--- src/design/mocm_pkg.sv ---
// ----------------------------------------------------------------------------
// mocm_pkg: motor output channel mapper shared definitions
// Field widths, operation codes, register indexes, kind codes and the
// command/status bundles between controller and datapath.
// ----------------------------------------------------------------------------
package mocm_pkg;

  localparam int MOCM_CHANNELS = 8;

  localparam int OP_W    = 3;
  localparam int CH_W    = 3;
  localparam int VAL_W   = 16;
  localparam int DK_W    = 2;
  localparam int LVL_W   = 11;
  localparam int CIDX_W  = 3;
  localparam int CDATA_W = 24;
  localparam int KIND_W  = 3;

  // operation codes
  localparam logic [OP_W-1:0] OP_SET    = 3'd0;
  localparam logic [OP_W-1:0] OP_ARM    = 3'd1;
  localparam logic [OP_W-1:0] OP_DISARM = 3'd2;
  localparam logic [OP_W-1:0] OP_STOP   = 3'd3;
  localparam logic [OP_W-1:0] OP_READ   = 3'd4;

  // configuration register indexes
  localparam logic [CIDX_W-1:0] CFG_KINDS   = 3'd0;
  localparam logic [CIDX_W-1:0] CFG_ENABLE  = 3'd1;
  localparam logic [CIDX_W-1:0] CFG_INVERT  = 3'd2;
  localparam logic [CIDX_W-1:0] CFG_THRESH  = 3'd3;
  localparam logic [CIDX_W-1:0] CFG_ARM_REQ = 3'd4;

  localparam logic [7:0] THRESH_RESET = 8'd10;

  // channel kinds
  localparam logic [KIND_W-1:0] KIND_OFF   = 3'd0;
  localparam logic [KIND_W-1:0] KIND_MOTOR = 3'd1;
  localparam logic [KIND_W-1:0] KIND_DIR   = 3'd2;
  localparam logic [KIND_W-1:0] KIND_SERVO = 3'd3;
  localparam logic [KIND_W-1:0] KIND_ESC   = 3'd4;

  // drive kinds of a result
  localparam logic [DK_W-1:0] DK_READ  = 2'd0;
  localparam logic [DK_W-1:0] DK_DUTY  = 2'd1;
  localparam logic [DK_W-1:0] DK_ANGLE = 2'd2;
  localparam logic [DK_W-1:0] DK_PULSE = 2'd3;

  // scaling constants
  localparam logic [LVL_W-1:0] DUTY_MAX   = 11'd255;
  localparam logic [LVL_W-1:0] ANGLE_MAX  = 11'd180;
  localparam logic [LVL_W-1:0] ANGLE_STOP = 11'd90;
  localparam logic [LVL_W-1:0] PULSE_MIN  = 11'd1000;
  localparam logic [LVL_W-1:0] PULSE_SPAN = 11'd1000;
  localparam logic [15:0]      MAG_SAT    = 16'd1004; // |v| from here gives duty 255
  localparam logic [15:0]      DUTY_MUL   = 16'd51;   // 255/1000 = 51/200
  localparam logic [15:0]      ANGLE_MUL  = 16'd9;    // 180/2000 = 9/100
  localparam logic [13:0]      RECIP25    = 14'd10486; // ceil(2^18/25)
  localparam int               RECIP_SH   = 18;

  typedef enum logic [1:0] {
    EM_APPLY = 2'd0,
    EM_STOP  = 2'd1,
    EM_READ  = 2'd2
  } emit_sel_t;

  typedef struct packed {
    logic      in_ready;
    logic      in_accept;
    logic      mul_load;
    logic      div_load;
    logic      emit;
    emit_sel_t emit_sel;
    logic      scan_next;
  } mocm_cmd_t;

  typedef struct packed {
    logic            in_valid;
    logic [OP_W-1:0] opcode;
    logic            set_applies;
    logic            slot_free;
    logic            scan_hit;
    logic            scan_final;
  } mocm_stat_t;

  function automatic logic [KIND_W-1:0] chan_kind(logic [CDATA_W-1:0] kinds,
                                                   logic [CH_W-1:0] ch);
    logic [KIND_W-1:0] k;
    k = kinds[3*ch +: KIND_W];
    return (k > KIND_ESC) ? KIND_OFF : k;
  endfunction

endpackage

--- src/design/mocm_in_if.sv ---
// ----------------------------------------------------------------------------
// mocm_in_if: command channel
// One beat carries an opcode, a channel and a signed command value.
// ----------------------------------------------------------------------------
interface mocm_in_if
  import mocm_pkg::*;
  ();
  logic                    valid;
  logic                    ready;
  logic [OP_W-1:0]         opcode;
  logic [CH_W-1:0]         channel;
  logic signed [VAL_W-1:0] command_value;

  modport source (output valid, opcode, channel, command_value, input ready);
  modport sink   (input valid, opcode, channel, command_value, output ready);
endinterface

--- src/design/mocm_out_if.sv ---
// ----------------------------------------------------------------------------
// mocm_out_if: result channel
// One beat carries the drive level of one channel or a readback value.
// ----------------------------------------------------------------------------
interface mocm_out_if
  import mocm_pkg::*;
  ();
  logic                    valid;
  logic                    ready;
  logic [CH_W-1:0]         out_channel;
  logic [DK_W-1:0]         drive_kind;
  logic [LVL_W-1:0]        drive_level;
  logic                    dir_forward;
  logic                    dir_reverse;
  logic signed [VAL_W-1:0] stored_value;
  logic                    last;

  modport source (output valid, out_channel, drive_kind, drive_level, dir_forward,
                  dir_reverse, stored_value, last, input ready);
  modport sink   (input valid, out_channel, drive_kind, drive_level, dir_forward,
                  dir_reverse, stored_value, last, output ready);
endinterface

--- src/design/mocm_cfg_if.sv ---
// ----------------------------------------------------------------------------
// mocm_cfg_if: configuration write channel
// One beat writes one register, selected by index.
// ----------------------------------------------------------------------------
interface mocm_cfg_if
  import mocm_pkg::*;
  ();
  logic               valid;
  logic               ready;
  logic [CIDX_W-1:0]  index;
  logic [CDATA_W-1:0] data;

  modport source (output valid, index, data, input ready);
  modport sink   (input valid, index, data, output ready);
endinterface

--- src/design/mocm_ctrl.sv ---
// ----------------------------------------------------------------------------
// mocm_ctrl: sequencing controller
// Accepts one command beat, steps the scaling stages or the stop walk and
// hands results to the output register.
// ----------------------------------------------------------------------------
module mocm_ctrl
  import mocm_pkg::*;
(
  input  logic       clk,
  input  logic       rst_n,
  input  mocm_stat_t stat,
  output mocm_cmd_t  cmd
);

  typedef enum logic [4:0] {
    S_IDLE = 5'b00001,
    S_MUL  = 5'b00010,
    S_DIV  = 5'b00100,
    S_EMIT = 5'b01000,
    S_SCAN = 5'b10000
  } state_t;

  state_t    state_r, state_nxt;
  emit_sel_t sel_r, sel_nxt;

  always_comb begin
    state_nxt    = state_r;
    sel_nxt      = sel_r;
    cmd          = '0;
    cmd.emit_sel = sel_r;
    unique case (state_r)
      S_IDLE: begin
        cmd.in_ready = 1'b1;
        if (stat.in_valid) begin
          cmd.in_accept = 1'b1;
          case (stat.opcode) inside
            OP_SET: begin
              sel_nxt = EM_APPLY;
              if (stat.set_applies) state_nxt = S_MUL;
            end
            OP_DISARM, OP_STOP: begin
              sel_nxt   = EM_STOP;
              state_nxt = S_SCAN;
            end
            OP_READ: begin
              sel_nxt   = EM_READ;
              state_nxt = S_EMIT;
            end
            default: ;
          endcase
        end
      end
      S_MUL: begin
        cmd.mul_load = 1'b1;
        state_nxt    = S_DIV;
      end
      S_DIV: begin
        cmd.div_load = 1'b1;
        state_nxt    = S_EMIT;
      end
      S_EMIT: begin
        if (stat.slot_free) begin
          cmd.emit  = 1'b1;
          state_nxt = S_IDLE;
        end
      end
      S_SCAN: begin
        // skipped channels never wait, hits wait for the slot
        if (!stat.scan_hit || stat.slot_free) begin
          cmd.emit      = stat.scan_hit;
          cmd.scan_next = 1'b1;
          if (stat.scan_final) state_nxt = S_IDLE;
        end
      end
      default: state_nxt = S_IDLE;
    endcase
  end

  always_ff @(posedge clk) begin
    if (!rst_n) begin
      state_r <= S_IDLE;
      sel_r   <= EM_APPLY;
    end else begin
      state_r <= state_nxt;
      sel_r   <= sel_nxt;
    end
  end

endmodule

--- src/design/mocm_dp.sv ---
// ----------------------------------------------------------------------------
// mocm_dp: mapper datapath
// Configuration registers, command store, armed flag, the two scaling
// stages shared by duty and angle, and the output register.
// ----------------------------------------------------------------------------
module mocm_dp
  import mocm_pkg::*;
#(
  parameter int CHANNELS = MOCM_CHANNELS
) (
  input  logic       clk,
  input  logic       rst_n,
  mocm_in_if.sink    in_ch,
  mocm_out_if.source out_ch,
  mocm_cfg_if.sink   cfg_ch,
  input  mocm_cmd_t  cmd,
  output mocm_stat_t stat
);

  localparam int IDX_W = (CHANNELS > 1) ? $clog2(CHANNELS) : 1;
  localparam logic [CH_W-1:0] LAST_CH = CH_W'(CHANNELS - 1);

  // configuration
  logic [CDATA_W-1:0] kinds_r;
  logic [7:0]         enable_r, invert_r, thresh_r;
  logic               arm_req_r;

  assign cfg_ch.ready = 1'b1;

  always_ff @(posedge clk) begin
    if (!rst_n) begin
      kinds_r   <= '0;
      enable_r  <= '0;
      invert_r  <= '0;
      thresh_r  <= THRESH_RESET;
      arm_req_r <= 1'b1;
    end else if (cfg_ch.valid) begin
      unique case (cfg_ch.index)
        CFG_KINDS:   kinds_r   <= cfg_ch.data;
        CFG_ENABLE:  enable_r  <= cfg_ch.data[7:0];
        CFG_INVERT:  invert_r  <= cfg_ch.data[7:0];
        CFG_THRESH:  thresh_r  <= cfg_ch.data[7:0];
        CFG_ARM_REQ: arm_req_r <= cfg_ch.data[0];
        default: ;
      endcase
    end
  end

  // stop walk qualification: enabled and of a driving kind
  logic [CHANNELS-1:0] qual;
  always_comb begin
    for (int i = 0; i < CHANNELS; i++) begin
      qual[i] = enable_r[i] && (chan_kind(kinds_r, CH_W'(i)) != KIND_OFF);
    end
  end

  // command acceptance
  logic                    armed_r;
  logic signed [VAL_W-1:0] store_r [CHANNELS];
  logic [CH_W-1:0]         ch_r;
  logic signed [VAL_W-1:0] v_r;
  logic                    in_ch_ok, in_store;

  assign in_ch.ready = cmd.in_ready;
  assign in_ch_ok    = (32'(in_ch.channel) < CHANNELS);
  assign in_store    = in_ch_ok && enable_r[in_ch.channel];

  always_ff @(posedge clk) begin
    if (!rst_n) begin
      armed_r <= 1'b0;
      for (int i = 0; i < CHANNELS; i++) store_r[i] <= '0;
    end else if (cmd.in_accept) begin
      case (in_ch.opcode) inside
        OP_SET: begin
          for (int i = 0; i < CHANNELS; i++) begin
            if (in_store && in_ch.channel == CH_W'(i)) store_r[i] <= in_ch.command_value;
          end
        end
        OP_ARM: armed_r <= 1'b1;
        OP_DISARM, OP_STOP: begin
          if (in_ch.opcode == OP_DISARM) armed_r <= 1'b0;
          for (int i = 0; i < CHANNELS; i++) store_r[i] <= '0;
        end
        default: ;
      endcase
    end
  end

  always_ff @(posedge clk) begin
    if (cmd.in_accept) begin
      v_r  <= in_ch.command_value;
      ch_r <= (in_ch.opcode == OP_SET || in_ch.opcode == OP_READ) ? in_ch.channel : '0;
    end else if (cmd.scan_next) begin
      ch_r <= ch_r + CH_W'(1);
    end
  end

  logic [KIND_W-1:0] kind;
  assign kind = chan_kind(kinds_r, ch_r);

  // stage 1: inversion, magnitude, constant multiply
  logic signed [VAL_W-1:0] vi, vi_r;
  logic [15:0]             mag, p1, p1_r;
  logic [LVL_W-1:0]        w;
  logic                    servo;
  logic                    duty_sat_r, ang_lo_r, ang_hi_r;

  assign servo = (kind == KIND_SERVO);

  always_comb begin
    if (invert_r[ch_r]) vi = (v_r == 16'sh8000) ? 16'sh7fff : -v_r;
    else                vi = v_r;
    mag = vi[15] ? (~vi + 16'd1) : vi;
    w   = LVL_W'(vi + 16'sd1000);
    p1  = servo ? (16'(w) * ANGLE_MUL) : (16'(mag[9:0]) * DUTY_MUL);
  end

  always_ff @(posedge clk) begin
    if (cmd.mul_load) begin
      vi_r       <= vi;
      p1_r       <= p1;
      duty_sat_r <= (mag >= MAG_SAT);
      ang_lo_r   <= (vi <= -16'sd1000);
      ang_hi_r   <= (vi >= 16'sd1000);
    end
  end

  // stage 2: divide by 25 through a reciprocal (the /8 or /4 is a shift)
  logic [12:0] y;
  logic [26:0] qprod;
  logic [7:0]  q_r;

  assign y     = servo ? 13'(p1_r >> 2) : 13'(p1_r >> 3);
  assign qprod = 27'(y) * 27'(RECIP25);

  always_ff @(posedge clk) begin
    if (cmd.div_load) q_r <= qprod[RECIP_SH+7:RECIP_SH];
  end

  // result selection
  logic [DK_W-1:0]         res_dk;
  logic [LVL_W-1:0]        res_lvl, duty;
  logic                    res_fw, res_rv, res_last, later;
  logic signed [VAL_W-1:0] res_sv;

  always_comb begin
    later = 1'b0;
    for (int i = 0; i < CHANNELS; i++) begin
      if (qual[i] && CH_W'(i) > ch_r) later = 1'b1;
    end
  end

  assign duty = duty_sat_r ? DUTY_MAX : LVL_W'(q_r);

  always_comb begin
    res_dk   = DK_READ;
    res_lvl  = '0;
    res_fw   = 1'b0;
    res_rv   = 1'b0;
    res_sv   = '0;
    res_last = 1'b1;
    unique case (cmd.emit_sel)
      EM_APPLY: begin
        case (kind)
          KIND_DIR: begin
            res_dk = DK_DUTY;
            if (duty >= LVL_W'(thresh_r)) begin
              res_lvl = duty;
              res_fw  = (vi_r > 16'sd0);
              res_rv  = !(vi_r > 16'sd0);
            end
          end
          KIND_SERVO: begin
            res_dk  = DK_ANGLE;
            res_lvl = ang_lo_r ? '0 : (ang_hi_r ? ANGLE_MAX : LVL_W'(q_r));
          end
          KIND_ESC: begin
            res_dk = DK_PULSE;
            if (vi_r < 16'sd0)        res_lvl = PULSE_MIN;
            else if (vi_r > 16'sd1000) res_lvl = PULSE_MIN + PULSE_SPAN;
            else                      res_lvl = LVL_W'(vi_r) + PULSE_MIN;
          end
          default: begin
            res_dk  = DK_DUTY;
            res_lvl = duty;
          end
        endcase
      end
      EM_STOP: begin
        res_last = !later;
        case (kind)
          KIND_SERVO: begin
            res_dk  = DK_ANGLE;
            res_lvl = ANGLE_STOP;
          end
          KIND_ESC: begin
            res_dk  = DK_PULSE;
            res_lvl = PULSE_MIN;
          end
          default: res_dk = DK_DUTY;
        endcase
      end
      EM_READ: begin
        res_sv = (32'(ch_r) < CHANNELS) ? store_r[ch_r[IDX_W-1:0]] : '0;
      end
      default: ;
    endcase
  end

  // output register
  logic                    out_valid_r;
  logic [CH_W-1:0]         o_ch_r;
  logic [DK_W-1:0]         o_dk_r;
  logic [LVL_W-1:0]        o_lvl_r;
  logic                    o_fw_r, o_rv_r, o_last_r;
  logic signed [VAL_W-1:0] o_sv_r;

  always_ff @(posedge clk) begin
    if (!rst_n) begin
      out_valid_r <= 1'b0;
    end else if (cmd.emit) begin
      out_valid_r <= 1'b1;
    end else if (out_ch.ready) begin
      out_valid_r <= 1'b0;
    end
  end

  always_ff @(posedge clk) begin
    if (cmd.emit) begin
      o_ch_r   <= ch_r;
      o_dk_r   <= res_dk;
      o_lvl_r  <= res_lvl;
      o_fw_r   <= res_fw;
      o_rv_r   <= res_rv;
      o_sv_r   <= res_sv;
      o_last_r <= res_last;
    end
  end

  assign out_ch.valid        = out_valid_r;
  assign out_ch.out_channel  = o_ch_r;
  assign out_ch.drive_kind   = o_dk_r;
  assign out_ch.drive_level  = o_lvl_r;
  assign out_ch.dir_forward  = o_fw_r;
  assign out_ch.dir_reverse  = o_rv_r;
  assign out_ch.stored_value = o_sv_r;
  assign out_ch.last         = o_last_r;

  // status
  assign stat.in_valid    = in_ch.valid;
  assign stat.opcode      = in_ch.opcode;
  assign stat.set_applies = in_store && (armed_r || !arm_req_r)
                            && (chan_kind(kinds_r, in_ch.channel) != KIND_OFF);
  assign stat.slot_free   = !out_valid_r || out_ch.ready;
  assign stat.scan_hit    = qual[ch_r[IDX_W-1:0]];
  assign stat.scan_final  = (ch_r == LAST_CH);

endmodule

--- src/design/motor_output_channel_mapper.sv ---
// ----------------------------------------------------------------------------
// motor_output_channel_mapper: per-channel command to actuator drive mapping
// Controller and datapath joined by a command/status bundle.
// ----------------------------------------------------------------------------
// One command beat is taken at a time. A set that drives an output goes from
// acceptance through constant multiply, reciprocal divide-by-25 stage and
// output load; a set that only stores, arm and ignored opcodes end at
// acceptance; a read goes straight to the output load. Stop-all and disarm
// walk the channels one per cycle while no hit waits on the result side. The
// output register holds a finished result while the next command is taken.
// Configuration writes are taken every cycle and must be made while idle.
module motor_output_channel_mapper
  import mocm_pkg::*;
#(
  parameter int CHANNELS = MOCM_CHANNELS
) (
  input  logic       clk,
  input  logic       rst_n,
  mocm_in_if.sink    in_ch,
  mocm_out_if.source out_ch,
  mocm_cfg_if.sink   cfg_ch
);

  mocm_cmd_t  cmd;
  mocm_stat_t stat;

  mocm_ctrl u_ctrl (
    .clk   (clk),
    .rst_n (rst_n),
    .stat  (stat),
    .cmd   (cmd)
  );

  mocm_dp #(
    .CHANNELS (CHANNELS)
  ) u_dp (
    .clk    (clk),
    .rst_n  (rst_n),
    .in_ch  (in_ch),
    .out_ch (out_ch),
    .cfg_ch (cfg_ch),
    .cmd    (cmd),
    .stat   (stat)
  );

endmodule

--- src/flat_wrapper.sv ---
// flat-port wrapper written by rule: the top's interface ports become plain ports
module motor_output_channel_mapper_flat import mocm_pkg::*;
#(
  parameter int CHANNELS = MOCM_CHANNELS
)
  (clk, rst_n, in_ch_valid, in_ch_opcode, in_ch_channel, in_ch_command_value, in_ch_ready, out_ch_valid, out_ch_out_channel, out_ch_drive_kind, out_ch_drive_level, out_ch_dir_forward, out_ch_dir_reverse, out_ch_stored_value, out_ch_last, out_ch_ready, cfg_ch_valid, cfg_ch_index, cfg_ch_data, cfg_ch_ready);
  mocm_in_if in_ch_i ();
  mocm_out_if out_ch_i ();
  mocm_cfg_if cfg_ch_i ();
  input  logic clk;
  input  logic rst_n;
  input wire logic [$bits(in_ch_i.valid)-1:0] in_ch_valid;
  input wire logic [$bits(in_ch_i.opcode)-1:0] in_ch_opcode;
  input wire logic [$bits(in_ch_i.channel)-1:0] in_ch_channel;
  input wire logic [$bits(in_ch_i.command_value)-1:0] in_ch_command_value;
  output wire logic [$bits(in_ch_i.ready)-1:0] in_ch_ready;
  output wire logic [$bits(out_ch_i.valid)-1:0] out_ch_valid;
  output wire logic [$bits(out_ch_i.out_channel)-1:0] out_ch_out_channel;
  output wire logic [$bits(out_ch_i.drive_kind)-1:0] out_ch_drive_kind;
  output wire logic [$bits(out_ch_i.drive_level)-1:0] out_ch_drive_level;
  output wire logic [$bits(out_ch_i.dir_forward)-1:0] out_ch_dir_forward;
  output wire logic [$bits(out_ch_i.dir_reverse)-1:0] out_ch_dir_reverse;
  output wire logic [$bits(out_ch_i.stored_value)-1:0] out_ch_stored_value;
  output wire logic [$bits(out_ch_i.last)-1:0] out_ch_last;
  input wire logic [$bits(out_ch_i.ready)-1:0] out_ch_ready;
  input wire logic [$bits(cfg_ch_i.valid)-1:0] cfg_ch_valid;
  input wire logic [$bits(cfg_ch_i.index)-1:0] cfg_ch_index;
  input wire logic [$bits(cfg_ch_i.data)-1:0] cfg_ch_data;
  output wire logic [$bits(cfg_ch_i.ready)-1:0] cfg_ch_ready;
  assign in_ch_i.valid = in_ch_valid;
  assign in_ch_i.opcode = in_ch_opcode;
  assign in_ch_i.channel = in_ch_channel;
  assign in_ch_i.command_value = in_ch_command_value;
  assign in_ch_ready = in_ch_i.ready;
  assign out_ch_valid = out_ch_i.valid;
  assign out_ch_out_channel = out_ch_i.out_channel;
  assign out_ch_drive_kind = out_ch_i.drive_kind;
  assign out_ch_drive_level = out_ch_i.drive_level;
  assign out_ch_dir_forward = out_ch_i.dir_forward;
  assign out_ch_dir_reverse = out_ch_i.dir_reverse;
  assign out_ch_stored_value = out_ch_i.stored_value;
  assign out_ch_last = out_ch_i.last;
  assign out_ch_i.ready = out_ch_ready;
  assign cfg_ch_i.valid = cfg_ch_valid;
  assign cfg_ch_i.index = cfg_ch_index;
  assign cfg_ch_i.data = cfg_ch_data;
  assign cfg_ch_ready = cfg_ch_i.ready;
  motor_output_channel_mapper #(.CHANNELS(CHANNELS)) u_core (.clk(clk), .rst_n(rst_n), .in_ch(in_ch_i), .out_ch(out_ch_i), .cfg_ch(cfg_ch_i));
endmodule
--- config.mk ---
export PLATFORM = sky130hd
export DESIGN_NAME = motor_output_channel_mapper_flat
export DESIGN_NICKNAME = d
export VERILOG_FILES = /design/src/design/mocm_pkg.sv /design/src/design/mocm_in_if.sv /design/src/design/mocm_out_if.sv /design/src/design/mocm_cfg_if.sv /design/src/design/mocm_ctrl.sv /design/src/design/mocm_dp.sv /design/src/design/motor_output_channel_mapper.sv /design/src/flat_wrapper.sv
export SDC_FILE = /design/constraint.sdc
export NUM_CORES = 1
export LEC_CHECK = 0
export BUFFER_PORTS_ARGS = -buffer_cell sky130_fd_sc_hd__buf_2
export CAP_MARGIN = 20
export CORE_UTILIZATION = 35
export CTS_BUF_LIST = sky130_fd_sc_hd__clkbuf_4 sky130_fd_sc_hd__clkbuf_8
export DETAILED_ROUTE_END_ITERATION = 16
export HOLD_SLACK_MARGIN = 0.03
export PLACE_DENSITY_LB_ADDON = 0.25
export SKIP_LAST_GASP = 1
export SLEW_MARGIN = 10
export SYNTH_ARGS = -nofsm -noshare
export SYNTH_HDL_FRONTEND = slang
export SYNTH_SLANG_ARGS = --single-unit
--- constraint.sdc ---
create_clock -name clk -period 6.5 [get_ports clk]
set_input_delay 0.325 -clock clk [delete_from_list [all_inputs] [get_ports clk]]
set_output_delay 0.325 -clock clk [all_outputs]
set_load 0.1 [all_outputs]
==> results.py <==
metrics = {
    "sta": {
        "max_freq_ghz": 0.156,
        "drv_slew": 0,
        "period_minus_slack_ns": 6.42,
        "worst_slew_pin_slew_ns": 1.07,
        "setup_violations": 0,
        "finalClockSkew_ns": 0.0248,
        "final-hold-violation-count": 0,
        "worst_slack_ns": 0.0832,
        "rsz0062_at_grt": "true",
        "hold_ws_ns": 0.0694,
        "fin_crit_sh": 0.987,
        "slew_headroom": 0.284,
    },
    "route": {
        "drt_iter0_markers": 879,
        "first_pass_iters": 5,
        "wirelength_um": 47900,
        "postRouteAntennaNets": 0,
        "wl_per_cell_um": 17.2,
        "num_vias": 13948,
        "vias_per_cell": 4.99,
        "route.detailed.drc": 0,
    },
    "place": {
        "gp_congestion": 0.897,
        "port_buffers": 90,
        "detailed_place_hpwl_um": 35400,
        "dpl_worst_slack_ns": -0.264,
    },
    "final_layout": {
        "final_util": 0.435,
        "diodes": 0,
        "area_growth_pct": 22.0,
        "final_nets": 2348,
        "final_layout_size_suffix_gt1_frac": 0.233,
        "fillCellCount": 4919,
    },
    "critical_path": {
        "crit_required_ns": 6.83,
        "r2r_setup_slack_ns": 0.08,
        "crit_type": "register to register",
        "critPathLaunchType": "register",
        "cp-end-kind": "register",
        "cp_max_fo": 7,
        "arrival_ns": 6.75,
    },
    "global_routing": {
        "grt_pass1_vias": 14030,
        "grt_max_degree": 68,
        "track_usage": 0.179,
        "antenna_found_initial": 1,
        "gr-total-overflow": 0,
        "grt_pass1_wl_um": 76300,
    },
    "clock_tree": {
        "insertion_delay_ns": 0.59,
        "clk_path_buf_depth": 3,
        "cts_root_buf": "clkbuf_8",
        "cts_made_buffers": 46,
        "clk_pin_slew_ns": 0.06,
        "clock-sinks": 281,
        "cts_tree": "yes",
        "htreeDepth": 2,
    },
    "die": {
        "coreArea_um2": 51600,
        "die-area_um2": 53500,
        "die_y_um": 231,
        "start_util": 0.357,
        "ioPinCount": 92,
        "die_w_um": 231,
        "num_rows": 83,
    },
    "synth": {
        "synth_edf_count": 159,
        "yosysWarnings": 0,
        "netlist_area_um2": 18400,
        "syn_nets": 2086,
        "avgSynthCellArea_um2": 10.1,
        "synth-seq-area-share": 0.392,
        "async_flop_share": 0,
        "synthFlopType": "edfxtp_1",
        "syn_inst": 1816,
        "ys_ff_latch": 281,
        "ys_types": 82,
    },
    "status": {
        "status": "complete, no violations",
    },
    "hold_path": {
        "holdCritPathClass": "input pin to register",
    },
    "power_and_ir_drop": {
        "p_int_uw": 4500,
        "vdd_drop_max_mv": 0.244,
        "power.share.clock": 0.225,
        "leakage_uw": 0.00916,
        "p_sw_frac": 0.366,
        "pwr-share-comb": 0.475,
        "seqPwrFrac": 0.300,
        "post-layout-total-power_uw": 7090,
        "powerDensity_nw_per_um2": 316,
        "p_sw_uw": 2600,
    },
    "run": {
        "drv_cap": 0,
    },
}
==> registers in the layout, indices dropped and copies added (netlist names), 2 cells and up <==
register	cells
u_core.u_dp.store_r	128
u_core.u_dp.kinds_r	24
u_core.u_dp.out_ch.stored_value	16
u_core.u_dp.v_r	16
u_core.u_dp.vi_r	16
u_core.u_dp.p1_r	14
u_core.u_dp.out_ch.drive_level	11
u_core.u_dp.enable_r	8
u_core.u_dp.invert_r	8
u_core.u_dp.q_r	8
u_core.u_dp.thresh_r	8
u_core.u_ctrl.state_r	5
u_core.u_dp.ch_r	3
u_core.u_dp.out_ch.out_channel	3
u_core.u_ctrl.sel_r	2
u_core.u_dp.out_ch.drive_kind	2
==> metrics by stage <==
stage,std cells,cell area (µm²),TNS (ns)
global route,2794,22500,-0.382
finish,2794,22500,0
floorplan,1816,18500,0
CTS,2783,22200,-0.103
global placement,2646,20500,-0.383
detailed placement,2647,20500,-0.659
==> power by group through the flow <==
stage	clock, µW	sequential (µW)	combinational, µW
after CTS	1640	2130	3320
after floorplan	0	2160	2120
after global placement	0	2160	3190
final	1600	2130	3370
after global routing	1710	2140	3770
after detailed placement	0	2170	3240
==> routing by layer <==
metal / vias to the layer above / part of all wire / global-route usage
met5: - / 0.00027 / 0
met4: 2 / 0.021 / 0.0482
met3: 72 / 0.036 / 0.0226
met2: 275 / 0.50 / 0.313
met1: 6743 / 0.45 / 0.233
li1: 6856 / - / -
==> path summary, 6_finish.rpt <==
check,startpoint,end,cells past startpoint
max,u_core.u_dp.ch_r[0],u_core.u_dp.q_r[6],27
min,in_ch_command_value[4],u_core.u_dp.store_r[7][4],3
max reg2reg,u_core.u_dp.ch_r[0],u_core.u_dp.q_r[6],27
min reg2reg,u_core.u_dp.store_r[7][10],u_core.u_dp.store_r[7][10],2
==> final cells by class <==
cell class	instances	area (µm²)	share of cell area
tap	680	851	0.0379
inverter	146	548	0.0244
timing repair buffer	284	2080	0.0924
clock buffer	72	847	0.0377
sequential	281	7220	0.321
multi-input combinational	1319	10800	0.482
clock inverter	12	103	0.00457
==> synthesized netlist by cell type, types with 3 or more instances <==
library cell,n,share of area
o31ai_1,4,0.0016
nand2_1,284,0.058
nor2b_1,12,0.0041
nor3_1,24,0.0065
a21o_1,12,0.0049
nand3_1,24,0.0065
o21bai_1,8,0.0033
fa_1,61,0.066
nand3b_1,4,0.0016
edfxtp_1,159,0.26
or4_1,5,0.0020
o21a_1,6,0.0024
ha_1,155,0.11
mux2i_4,7,0.0086
a21boi_0,52,0.021
a21oi_1,134,0.036
nand2b_1,12,0.0041
a221oi_1,4,0.0019
buf_2,6,0.0016
xor2_1,27,0.013
nor2_1,93,0.019
and2_1,76,0.026
o21ai_0,59,0.016
o22ai_1,6,0.0020
mux4_2,47,0.057
or2_2,14,0.0048
o221ai_1,3,0.0014
mux2_2,6,0.0037
xnor2_1,40,0.019
clkbuf_1,52,0.011
or3_1,21,0.0071
a31oi_1,6,0.0020
buf_4,5,0.0020
nor4_1,8,0.0027
inv_1,144,0.029
o2111ai_1,3,0.0014
dfxtp_1,122,0.13
and3_1,13,0.0044
mux2i_1,28,0.015
buf_1,5,0.0010
nand4_1,6,0.0020
==> cells in the final DEF (no fill, tap or decap), types with 49 or more instances in the layout <==
cell | netlist | final
fa_1 | 61 | 61
ha_1 | 155 | 141
inv_1 | 144 | 138
buf_2 | 6 | 90
o21ai_0 | 59 | 50
nand2_1 | 284 | 283
dfxtp_1 | 122 | 122
nor2_1 | 93 | 88
a21boi_0 | 52 | 52
edfxtp_1 | 159 | 159
and2_1 | 76 | 75
a21oi_1 | 134 | 131
buf_4 | 5 | 148
clkbuf_8 | 0 | 49
==> cell families after synthesis <==
kind of cell,share of synthesized area
flops,0.392
simple gates,0.160
compound gates,0.107
buf+inv,0.0459
mux,0.0880
xor+xnor,0.0354
fa+ha+maj,0.172
other cells,0.000204
==> critical path: stages (launching register included) <==
cell and delay (ns):
edfxtp_1 0.38, buf_6 0.13, mux4_2 0.48, mux2_4 0.29, or3_4 0.40, buf_12 0.18
mux2i_4 0.20, buf_6 0.16, fa_1 0.50, inv_2 0.05, ha_4 0.25, inv_2 0.03
fa_1 0.48, inv_1 0.05, fa_1 0.47, inv_1 0.05, fa_1 0.49, inv_2 0.05
ha_4 0.21, a21o_1 0.18, a21oi_4 0.14, o21ba_4 0.13, o31a_1 0.24, o21ai_2 0.09
nor4_2 0.14, a21oi_1 0.09, buf_4 0.14, xor2_1 0.13
==> what timing repair did <==
| item | CTS | global route |
|---|---|---|
| hold buffers | 33 | 0 |
| gates cloned | 1 | 0 |
| endpoints found under the setup margin | 6 | 10 |
| hold endpoints to repair | 74 | 0 |
| gates resized for setup | 43 | 37 |
| pin swaps | 26 | 24 |
| buffers inserted | 18 | 10 |
Power figures use the tool's default switching activity.
